`config.mk`:
```
export PLATFORM = sky130hd
export DESIGN_NAME = bounded_undo_redo_history
export DESIGN_NICKNAME = d
export VERILOG_FILES = /design/src/hdl/bur_pkg.sv /design/src/hdl/bounded_undo_redo_history.sv /design/src/hdl/bur_entry_ram.sv
export SDC_FILE = /design/constraint.sdc
export NUM_CORES = 2
export LEC_CHECK = 0
export BUFFER_PORTS_ARGS = -buffer_cell sky130_fd_sc_hd__buf_2
export CORE_MARGIN = 5
export CORE_UTILIZATION = 60
export CTS_BUF_LIST = sky130_fd_sc_hd__clkbuf_2 sky130_fd_sc_hd__clkbuf_4 sky130_fd_sc_hd__clkbuf_8
export CTS_CLUSTER_DIAMETER = 120
export DETAILED_ROUTE_END_ITERATION = 10
export PLACE_DENSITY_LB_ADDON = 0.08
export RECOVER_POWER = 25
export SYNTH_ARGS = -nofsm -noshare
export SYNTH_HDL_FRONTEND = slang
export SYNTH_SLANG_ARGS = --single-unit
export TNS_END_PERCENT = 100
```
`constraint.sdc`:
```
create_clock -name aclk -period 29.3 [get_ports aclk]
set_input_delay 5.86 -clock aclk [delete_from_list [all_inputs] [get_ports aclk]]
set_output_delay 5.86 -clock aclk [all_outputs]
set_load 0.005 [all_outputs]
```
`src/hdl/bur_pkg.sv`:
```
package bur_pkg;

    localparam int CAPACITY  = 10;
    localparam int WORDS     = 9;
    localparam int WORD_W    = 32;
    localparam int SLOT_W    = $clog2(CAPACITY);
    localparam int CNT_W     = $clog2(CAPACITY + 1);
    localparam int IDX_W     = $clog2(WORDS);
    localparam int MEM_DEPTH = CAPACITY * WORDS;
    localparam int ADDR_W    = $clog2(MEM_DEPTH);
    localparam int OUT_W     = 4;
    localparam int S_DATA_W  = WORDS * WORD_W;
    localparam int M_BITS    = 1 + 2 * OUT_W + WORDS * WORD_W;
    localparam int M_DATA_W  = ((M_BITS + 7) / 8) * 8;

    localparam logic [WORD_W-1:0] ONE_F32 = 32'h3F80_0000;

    typedef enum logic [1:0] {
        CMD_ADD  = 2'd0,
        CMD_UNDO = 2'd1,
        CMD_REDO = 2'd2,
        CMD_READ = 2'd3
    } cmd_t;

    typedef enum logic [3:0] {
        ST_INIT,
        ST_IDLE,
        ST_DECODE,
        ST_CMP,
        ST_APPEND,
        ST_WRITE,
        ST_READ,
        ST_READ_LAST,
        ST_OUT
    } state_t;

    typedef logic [WORD_W-1:0] word_t;

    // default entry: six zeros then three ones
    function automatic word_t default_word(input logic [IDX_W-1:0] idx);
        word_t w;
        w = (int'(idx) >= WORDS - 3) ? ONE_F32 : '0;
        return w;
    endfunction

endpackage

```
`src/hdl/bounded_undo_redo_history.sv`:
```
// a read or failed undo/redo goes straight to the output, a moving undo or redo
// reads the entry, an equal add compares it, a storing add also writes it; one item
// at a time, the next transfer taken once the result sits in the output register
// the word loops share one 32-bit comparator and one ram (a write and a read port)
// reset: synchronous active-low; after release an init pass writes the
// default entry into slot 0 while s_tready stays low
module bounded_undo_redo_history
    import bur_pkg::*;
(
    input  logic                aclk,
    input  logic                aresetn,
    input  logic                s_tvalid,
    output logic                s_tready,
    input  logic [S_DATA_W-1:0] s_tdata,   // m00, m01, m02, m10, m11, m12, m20, m21, m22
    input  logic [1:0]          s_tuser,   // command
    output logic                m_tvalid,
    input  logic                m_tready,
    output logic [M_DATA_W-1:0] m_tdata    // done_res, history_count, cursor_pos, cur00..cur22
);

    localparam logic [IDX_W-1:0] LAST_IDX = IDX_W'(WORDS - 1);
    localparam logic [CNT_W-1:0] CAP_C    = CNT_W'(CAPACITY);

    state_t state_reg, state_next;
    cmd_t   cmd_reg, cmd_next;
    word_t  in_reg [WORDS];
    word_t  in_next [WORDS];
    word_t  cur_reg [WORDS];
    word_t  cur_next [WORDS];

    logic [IDX_W-1:0]    idx_reg, idx_next;
    logic [IDX_W-1:0]    rd_idx_reg;
    logic                rd_pend_reg;
    logic [SLOT_W-1:0]   oldest_reg, oldest_next;
    logic [CNT_W-1:0]    count_reg, count_next;
    logic [CNT_W-1:0]    cursor_reg, cursor_next;
    logic                done_reg, done_next;
    logic                diff_reg, diff_next;
    logic                m_tvalid_reg, m_tvalid_next;
    logic [M_DATA_W-1:0] m_tdata_reg, m_tdata_next;

    logic                s_fire;
    logic                idx_last;
    logic                can_undo;
    logic                can_redo;
    logic                word_ne;
    logic                out_load;
    logic [CNT_W:0]      slot_sum;
    logic [SLOT_W-1:0]   cur_slot;
    logic [CNT_W-1:0]    new_pos;
    logic                wrap;

    logic                ram_wr_en;
    logic [ADDR_W-1:0]   ram_wr_addr;
    word_t               ram_wr_data;
    logic                ram_rd_en;
    logic [ADDR_W-1:0]   ram_rd_addr;
    word_t               ram_rd_data;

    assign s_tready = (state_reg == ST_IDLE);
    assign s_fire   = s_tvalid && s_tready;
    assign m_tvalid = m_tvalid_reg;
    assign m_tdata  = m_tdata_reg;

    assign idx_last = (idx_reg == LAST_IDX);
    assign can_undo = (cursor_reg != '0);
    assign can_redo = ({1'b0, cursor_reg} + 1'b1) < {1'b0, count_reg};
    assign word_ne  = (in_reg[idx_reg] != cur_reg[idx_reg]);
    assign out_load = (state_reg == ST_OUT) && (!m_tvalid_reg || m_tready);

    // circular slot of the cursor
    assign slot_sum = {1'b0, CNT_W'(oldest_reg)} + {1'b0, cursor_reg};
    always_comb begin
        if (slot_sum >= (CNT_W + 1)'(CAPACITY)) begin
            cur_slot = SLOT_W'(slot_sum - (CNT_W + 1)'(CAPACITY));
        end else begin
            cur_slot = SLOT_W'(slot_sum);
        end
    end

    assign wrap    = (cursor_reg + 1'b1) >= CAP_C;
    assign new_pos = wrap ? CAP_C - 1'b1 : cursor_reg + 1'b1;

    bur_entry_ram #(
        .DEPTH  (MEM_DEPTH),
        .WIDTH  (WORD_W),
        .ADDR_W (ADDR_W)
    ) u_ram (
        .aclk    (aclk),
        .wr_en   (ram_wr_en),
        .wr_addr (ram_wr_addr),
        .wr_data (ram_wr_data),
        .rd_en   (ram_rd_en),
        .rd_addr (ram_rd_addr),
        .rd_data (ram_rd_data)
    );

    always_comb begin
        ram_wr_en   = 1'b0;
        ram_wr_addr = ADDR_W'(cur_slot) * ADDR_W'(WORDS) + ADDR_W'(idx_reg);
        ram_wr_data = in_reg[idx_reg];
        ram_rd_en   = (state_reg == ST_READ);
        ram_rd_addr = ram_wr_addr;
        if (state_reg == ST_INIT) begin
            ram_wr_en   = 1'b1;
            ram_wr_addr = ADDR_W'(idx_reg);
            ram_wr_data = default_word(idx_reg);
        end else if (state_reg == ST_WRITE) begin
            ram_wr_en = 1'b1;
        end
    end

    // next state
    always_comb begin
        state_next = state_reg;
        unique case (state_reg)
            ST_INIT: begin
                if (idx_last) begin
                    state_next = ST_IDLE;
                end
            end
            ST_IDLE: begin
                if (s_fire) begin
                    state_next = ST_DECODE;
                end
            end
            ST_DECODE: begin
                unique case (cmd_reg)
                    CMD_ADD:  state_next = ST_CMP;
                    CMD_UNDO: state_next = can_undo ? ST_READ : ST_OUT;
                    CMD_REDO: state_next = can_redo ? ST_READ : ST_OUT;
                    CMD_READ: state_next = ST_OUT;
                    default:  state_next = ST_OUT;
                endcase
            end
            ST_CMP: begin
                if (idx_last) begin
                    state_next = (diff_reg || word_ne) ? ST_APPEND : ST_OUT;
                end
            end
            ST_APPEND:    state_next = ST_WRITE;
            ST_WRITE: begin
                if (idx_last) begin
                    state_next = ST_OUT;
                end
            end
            ST_READ: begin
                if (idx_last) begin
                    state_next = ST_READ_LAST;
                end
            end
            ST_READ_LAST: state_next = ST_OUT;
            ST_OUT: begin
                if (out_load) begin
                    state_next = ST_IDLE;
                end
            end
            default:      state_next = ST_IDLE;
        endcase
    end

    // datapath and outputs
    always_comb begin
        cmd_next      = cmd_reg;
        in_next       = in_reg;
        cur_next      = cur_reg;
        idx_next      = idx_reg;
        oldest_next   = oldest_reg;
        count_next    = count_reg;
        cursor_next   = cursor_reg;
        done_next     = done_reg;
        diff_next     = diff_reg;
        m_tvalid_next = m_tvalid_reg && !m_tready;
        m_tdata_next  = m_tdata_reg;

        if (rd_pend_reg) begin
            cur_next[rd_idx_reg] = ram_rd_data;
        end

        unique case (state_reg)
            ST_INIT: begin
                idx_next = idx_last ? '0 : idx_reg + 1'b1;
            end
            ST_IDLE: begin
                if (s_fire) begin
                    cmd_next = cmd_t'(s_tuser);
                    for (int k = 0; k < WORDS; k++) begin
                        in_next[k] = s_tdata[k*WORD_W +: WORD_W];
                    end
                end
            end
            ST_DECODE: begin
                idx_next  = '0;
                diff_next = 1'b0;
                done_next = 1'b0;
                unique case (cmd_reg)
                    CMD_UNDO: begin
                        if (can_undo) begin
                            cursor_next = cursor_reg - 1'b1;
                            done_next   = 1'b1;
                        end
                    end
                    CMD_REDO: begin
                        if (can_redo) begin
                            cursor_next = cursor_reg + 1'b1;
                            done_next   = 1'b1;
                        end
                    end
                    CMD_ADD, CMD_READ: begin
                    end
                    default: begin
                    end
                endcase
            end
            ST_CMP: begin
                diff_next = diff_reg || word_ne;
                idx_next  = idx_last ? '0 : idx_reg + 1'b1;
            end
            ST_APPEND: begin
                if (wrap) begin
                    oldest_next = (oldest_reg == SLOT_W'(CAPACITY - 1)) ? '0
                                                                         : oldest_reg + 1'b1;
                end
                cursor_next = new_pos;
                count_next  = new_pos + 1'b1;
                done_next   = 1'b1;
                idx_next    = '0;
            end
            ST_WRITE: begin
                cur_next[idx_reg] = in_reg[idx_reg];
                idx_next          = idx_last ? '0 : idx_reg + 1'b1;
            end
            ST_READ: begin
                idx_next = idx_last ? '0 : idx_reg + 1'b1;
            end
            ST_READ_LAST: begin
            end
            ST_OUT: begin
                if (out_load) begin
                    m_tvalid_next = 1'b1;
                    m_tdata_next  = '0;
                    m_tdata_next[0] = done_reg;
                    m_tdata_next[OUT_W:1] = OUT_W'(count_reg);
                    m_tdata_next[2*OUT_W:OUT_W+1] = OUT_W'(cursor_reg);
                    for (int k = 0; k < WORDS; k++) begin
                        m_tdata_next[1 + 2*OUT_W + k*WORD_W +: WORD_W] = cur_reg[k];
                    end
                end
            end
            default: begin
            end
        endcase
    end

    always_ff @(posedge aclk) begin
        if (!aresetn) begin
            state_reg    <= ST_INIT;
            cmd_reg      <= CMD_READ;
            idx_reg      <= '0;
            rd_pend_reg  <= 1'b0;
            oldest_reg   <= '0;
            count_reg    <= CNT_W'(1);
            cursor_reg   <= '0;
            done_reg     <= 1'b0;
            diff_reg     <= 1'b0;
            m_tvalid_reg <= 1'b0;
            for (int k = 0; k < WORDS; k++) begin
                cur_reg[k] <= default_word(IDX_W'(k));
            end
        end else begin
            state_reg    <= state_next;
            cmd_reg      <= cmd_next;
            idx_reg      <= idx_next;
            rd_pend_reg  <= ram_rd_en;
            oldest_reg   <= oldest_next;
            count_reg    <= count_next;
            cursor_reg   <= cursor_next;
            done_reg     <= done_next;
            diff_reg     <= diff_next;
            m_tvalid_reg <= m_tvalid_next;
            cur_reg      <= cur_next;
        end
    end

    always_ff @(posedge aclk) begin
        in_reg      <= in_next;
        rd_idx_reg  <= idx_reg;
        m_tdata_reg <= m_tdata_next;
    end

`ifndef SYNTHESIS
    a_cursor_in_range: assert property (@(posedge aclk) disable iff (!aresetn)
        cursor_reg < count_reg)
        else $error("cursor beyond newest entry");

    a_count_in_range: assert property (@(posedge aclk) disable iff (!aresetn)
        (count_reg != '0) && (count_reg <= CAP_C))
        else $error("entry count out of range");

    a_one_at_a_time: assert property (@(posedge aclk) disable iff (!aresetn)
        s_fire |=> !s_tready)
        else $error("second transfer taken while busy");

    a_no_write_when_ready: assert property (@(posedge aclk) disable iff (!aresetn)
        s_tready |-> !ram_wr_en)
        else $error("store written while idle");
`endif

endmodule

```
`src/hdl/bur_entry_ram.sv`:
```
module bur_entry_ram #(
    parameter int DEPTH  = 90,
    parameter int WIDTH  = 32,
    parameter int ADDR_W = $clog2(DEPTH)
) (
    input  logic              aclk,
    input  logic              wr_en,
    input  logic [ADDR_W-1:0] wr_addr,
    input  logic [WIDTH-1:0]  wr_data,
    input  logic              rd_en,
    input  logic [ADDR_W-1:0] rd_addr,
    output logic [WIDTH-1:0]  rd_data
);

    logic [WIDTH-1:0] mem [DEPTH];

    always_ff @(posedge aclk) begin
        if (wr_en) begin
            mem[wr_addr] <= wr_data;
        end
    end

    always_ff @(posedge aclk) begin
        if (rd_en) begin
            rd_data <= mem[rd_addr];
        end
    end

endmodule
```
==> metrics.txt <==
multiplexer share of the synthesized area 16.9%; Final Critical Period 12.62 ns; PD cells 71.2 nW/um2; clock skew 0.0934 ns; PortBufs 592; share of layout cells above drive strength 1 31.3%; GP Congestion 0.950; reg-to-reg startpoint idx_reg[3]; clock-pin slew on the worst setup and hold paths 0.06 ns; number of buffers created by CTS 621; first-pass GRT wire length 601000 um; Post-route DRC 0; Seq. cell area 111000 um2; post-synthesis sequential area ratio 74.5%; initial antenna violation count 46; largest family of logic cells by synthesized area multiplexers; WHS Endpoint m_tdata[94]; RSZ-0062 raised after global routing false; max FFs per register 2880; WS Path Type reg2reg; Ys Warns 0; Hold Crit Class reg2reg; maxcap violations 31; total power 12.0 mW; row cnt 183; nets 8816; drt pass-1 iters 6; Syn Inst Count 7593; # IOs 600; Hold Crit Depth 0; CTS tree done; most frequent CP cell clkbuf_1; Finished Core Util 68.0%; worst reg2reg setup slack 16.68 ns; Post-Synth Adder-Cell Area 0.286%; Crit. End Element flip-flop; Root Driver clkbuf_8; Critical Path Start Type flip-flop; clk_lat worst skew 1.15 ns; # fillers 16222; via/cell ratio 6.66; Worst VDD drop 0.0000592 V; Crit path required time 29.15 ns; Critical Path AT 12.47 ns; status finished with violations; asr flop ratio synth 0%; pin count of the biggest net entering global routing 179; gr ovfl total 0; Post-synth EDFFs 3497; Sink Count 3815; Die X 509 um; P_leak 55.5 nW; Hold Buf Count CTS 0; Worst Max-Slew Pin Slew 6.11 ns; CP peak stage delay 2.52 ns; vias in the first global route 79306; Placeable Area 248000 um2; full die area 259000 um2; post-synthesis xor/xnor area fraction 0.251%; fin crit share 43.1%; area of the multi-input gates 36500 um2; ys flop type edfxtp_1; Post-Syn Area 149000 um2; crit path cell chain clkbuf_1, nand2b_1, clkbuf_1, o22ai_1, o22a_1, and2_0; highest-count cells in the layout ignoring fill and taps 3497 x edfxtp_1, 872 x mux4_2, 649 x clkbuf_8, 592 x buf_2, 539 x mux2i_1; most common cell after layout, fill and taps aside edfxtp_1; Slew HR -307%; Die Y 509 um; final WL 433000 um; Setup violations, final 0; antenna-violating nets left 0; failing checks capacitance limit, slew limit; Slew Viols, Final 2280; number of post-CTS setup repair buffers 0; post-synthesis compound-gate area fraction 3.58%; GRT Util Overall 33.2%; routed len/inst 35.2 um; Starting Density 60.2%; register bit count reported by yosys 3815; Final Hold Vio Count 0; r2r endpoint u_ram.mem[60][13]; via count 81815; CP max-delay cell and2_0; Post-Syn Area per Cell 19.7 um2; post-CTS sizing 0; Setup TNS 0 ns; simple-gate area share of the yosys netlist 2.84%; hold_sp cur_reg[213]; Max Fclk 79.2 MHz; Max FO, Critical Path 90; synth-to-layout area growth 12.9%; DP Wirelength 253000 um; drt initial violations 12068; Reg2Reg Depth 6; CTS Buffer Depth 4; post-synthesis cell type count 68; # H-tree levels 6
## layer usage
layer | vias to the layer above | wire length (um) | GRT usage, %
li1 | 32930 | - | -
met1 | 42722 | 161000 | 47.9
met2 | 5316 | 199000 | 49.4
met3 | 829 | 52600 | 8.30
met4 | 18 | 20000 | 13.5
met5 | - | 220 | 0
## worst max path at each step
stage / slack, ns / from / endpoint
after detailed placement: 19.85 / s_tvalid / in_reg[18]
after global routing: 16.64 / idx_reg[3] / u_ram.mem[60][11]
final: 16.68 / idx_reg[3] / u_ram.mem[60][13]
after global placement: 19.98 / s_tvalid / in_reg[18]
after CTS: 20.97 / state_reg[0] / s_tready
after floorplan: 9.27 / m_tready / m_tdata[0]
## cell usage after synthesis (70+ instances only)
cell type / n / area, um2
mux4_2: 872 / 19600
nor2b_1: 70 / 438
buf_2: 140 / 701
a211oi_1: 417 / 3130
o21ai_0: 92 / 460
mux2i_1: 539 / 5400
nor2_1: 418 / 1570
o22ai_1: 73 / 457
edfxtp_1: 3497 / 105000
nand2_1: 237 / 890
a21oi_1: 77 / 385
clkbuf_1: 316 / 1190
dfxtp_1: 318 / 6370
## kinds of logic after synthesis
logic type / Yosys count
buf+inv: 562
other cells: 1
fa+ha+maj: 33
simple gates: 940
xor+xnor: 42
flops: 3815
mux: 1425
compound gates: 775
## final cells by class
| class | count | area share [%] |
|---|---|---|
| antenna | 18 | 0.0267 |
| clock buffer | 878 | 6.31 |
| clock inverter | 200 | 0.734 |
| inverter | 18 | 0.0504 |
| multi-input combinational | 3222 | 21.7 |
| sequential | 3815 | 66.0 |
| tap | 3330 | 2.47 |
| timing repair buffer | 811 | 2.74 |
## metrics by stage
step	cell area (um2)	instances	hold slack (ns)	worst slack, ns
floorplan	149000	7599	0.352	9.27
global placement	157000	11193	0.434	19.98
detailed placement	157000	11196	0.440	19.85
CTS	169000	12274	0.406	20.97
global route	169000	12281	0.423	16.64
finish	169000	12292	0.416	16.68
## worst max-delay path: cells and delay by family (launching register included)
family                 cells  cell delay, ns
AOI/OAI and AO/OA          2            0.99
buffers and inverters      2            4.24
DFF                        1            1.81
and+or+nand+nor            2            4.13
## power by group
| part | internal (mW) | total (mW) | switching, mW |
|---|---|---|---|
| Combinational | 0.518 | 1.40 | 0.885 |
| Sequential | 6.11 | 6.14 | 0.0238 |
| Clock | 2.42 | 4.48 | 2.05 |
Note: power is estimated with default switching activity, not from simulation.
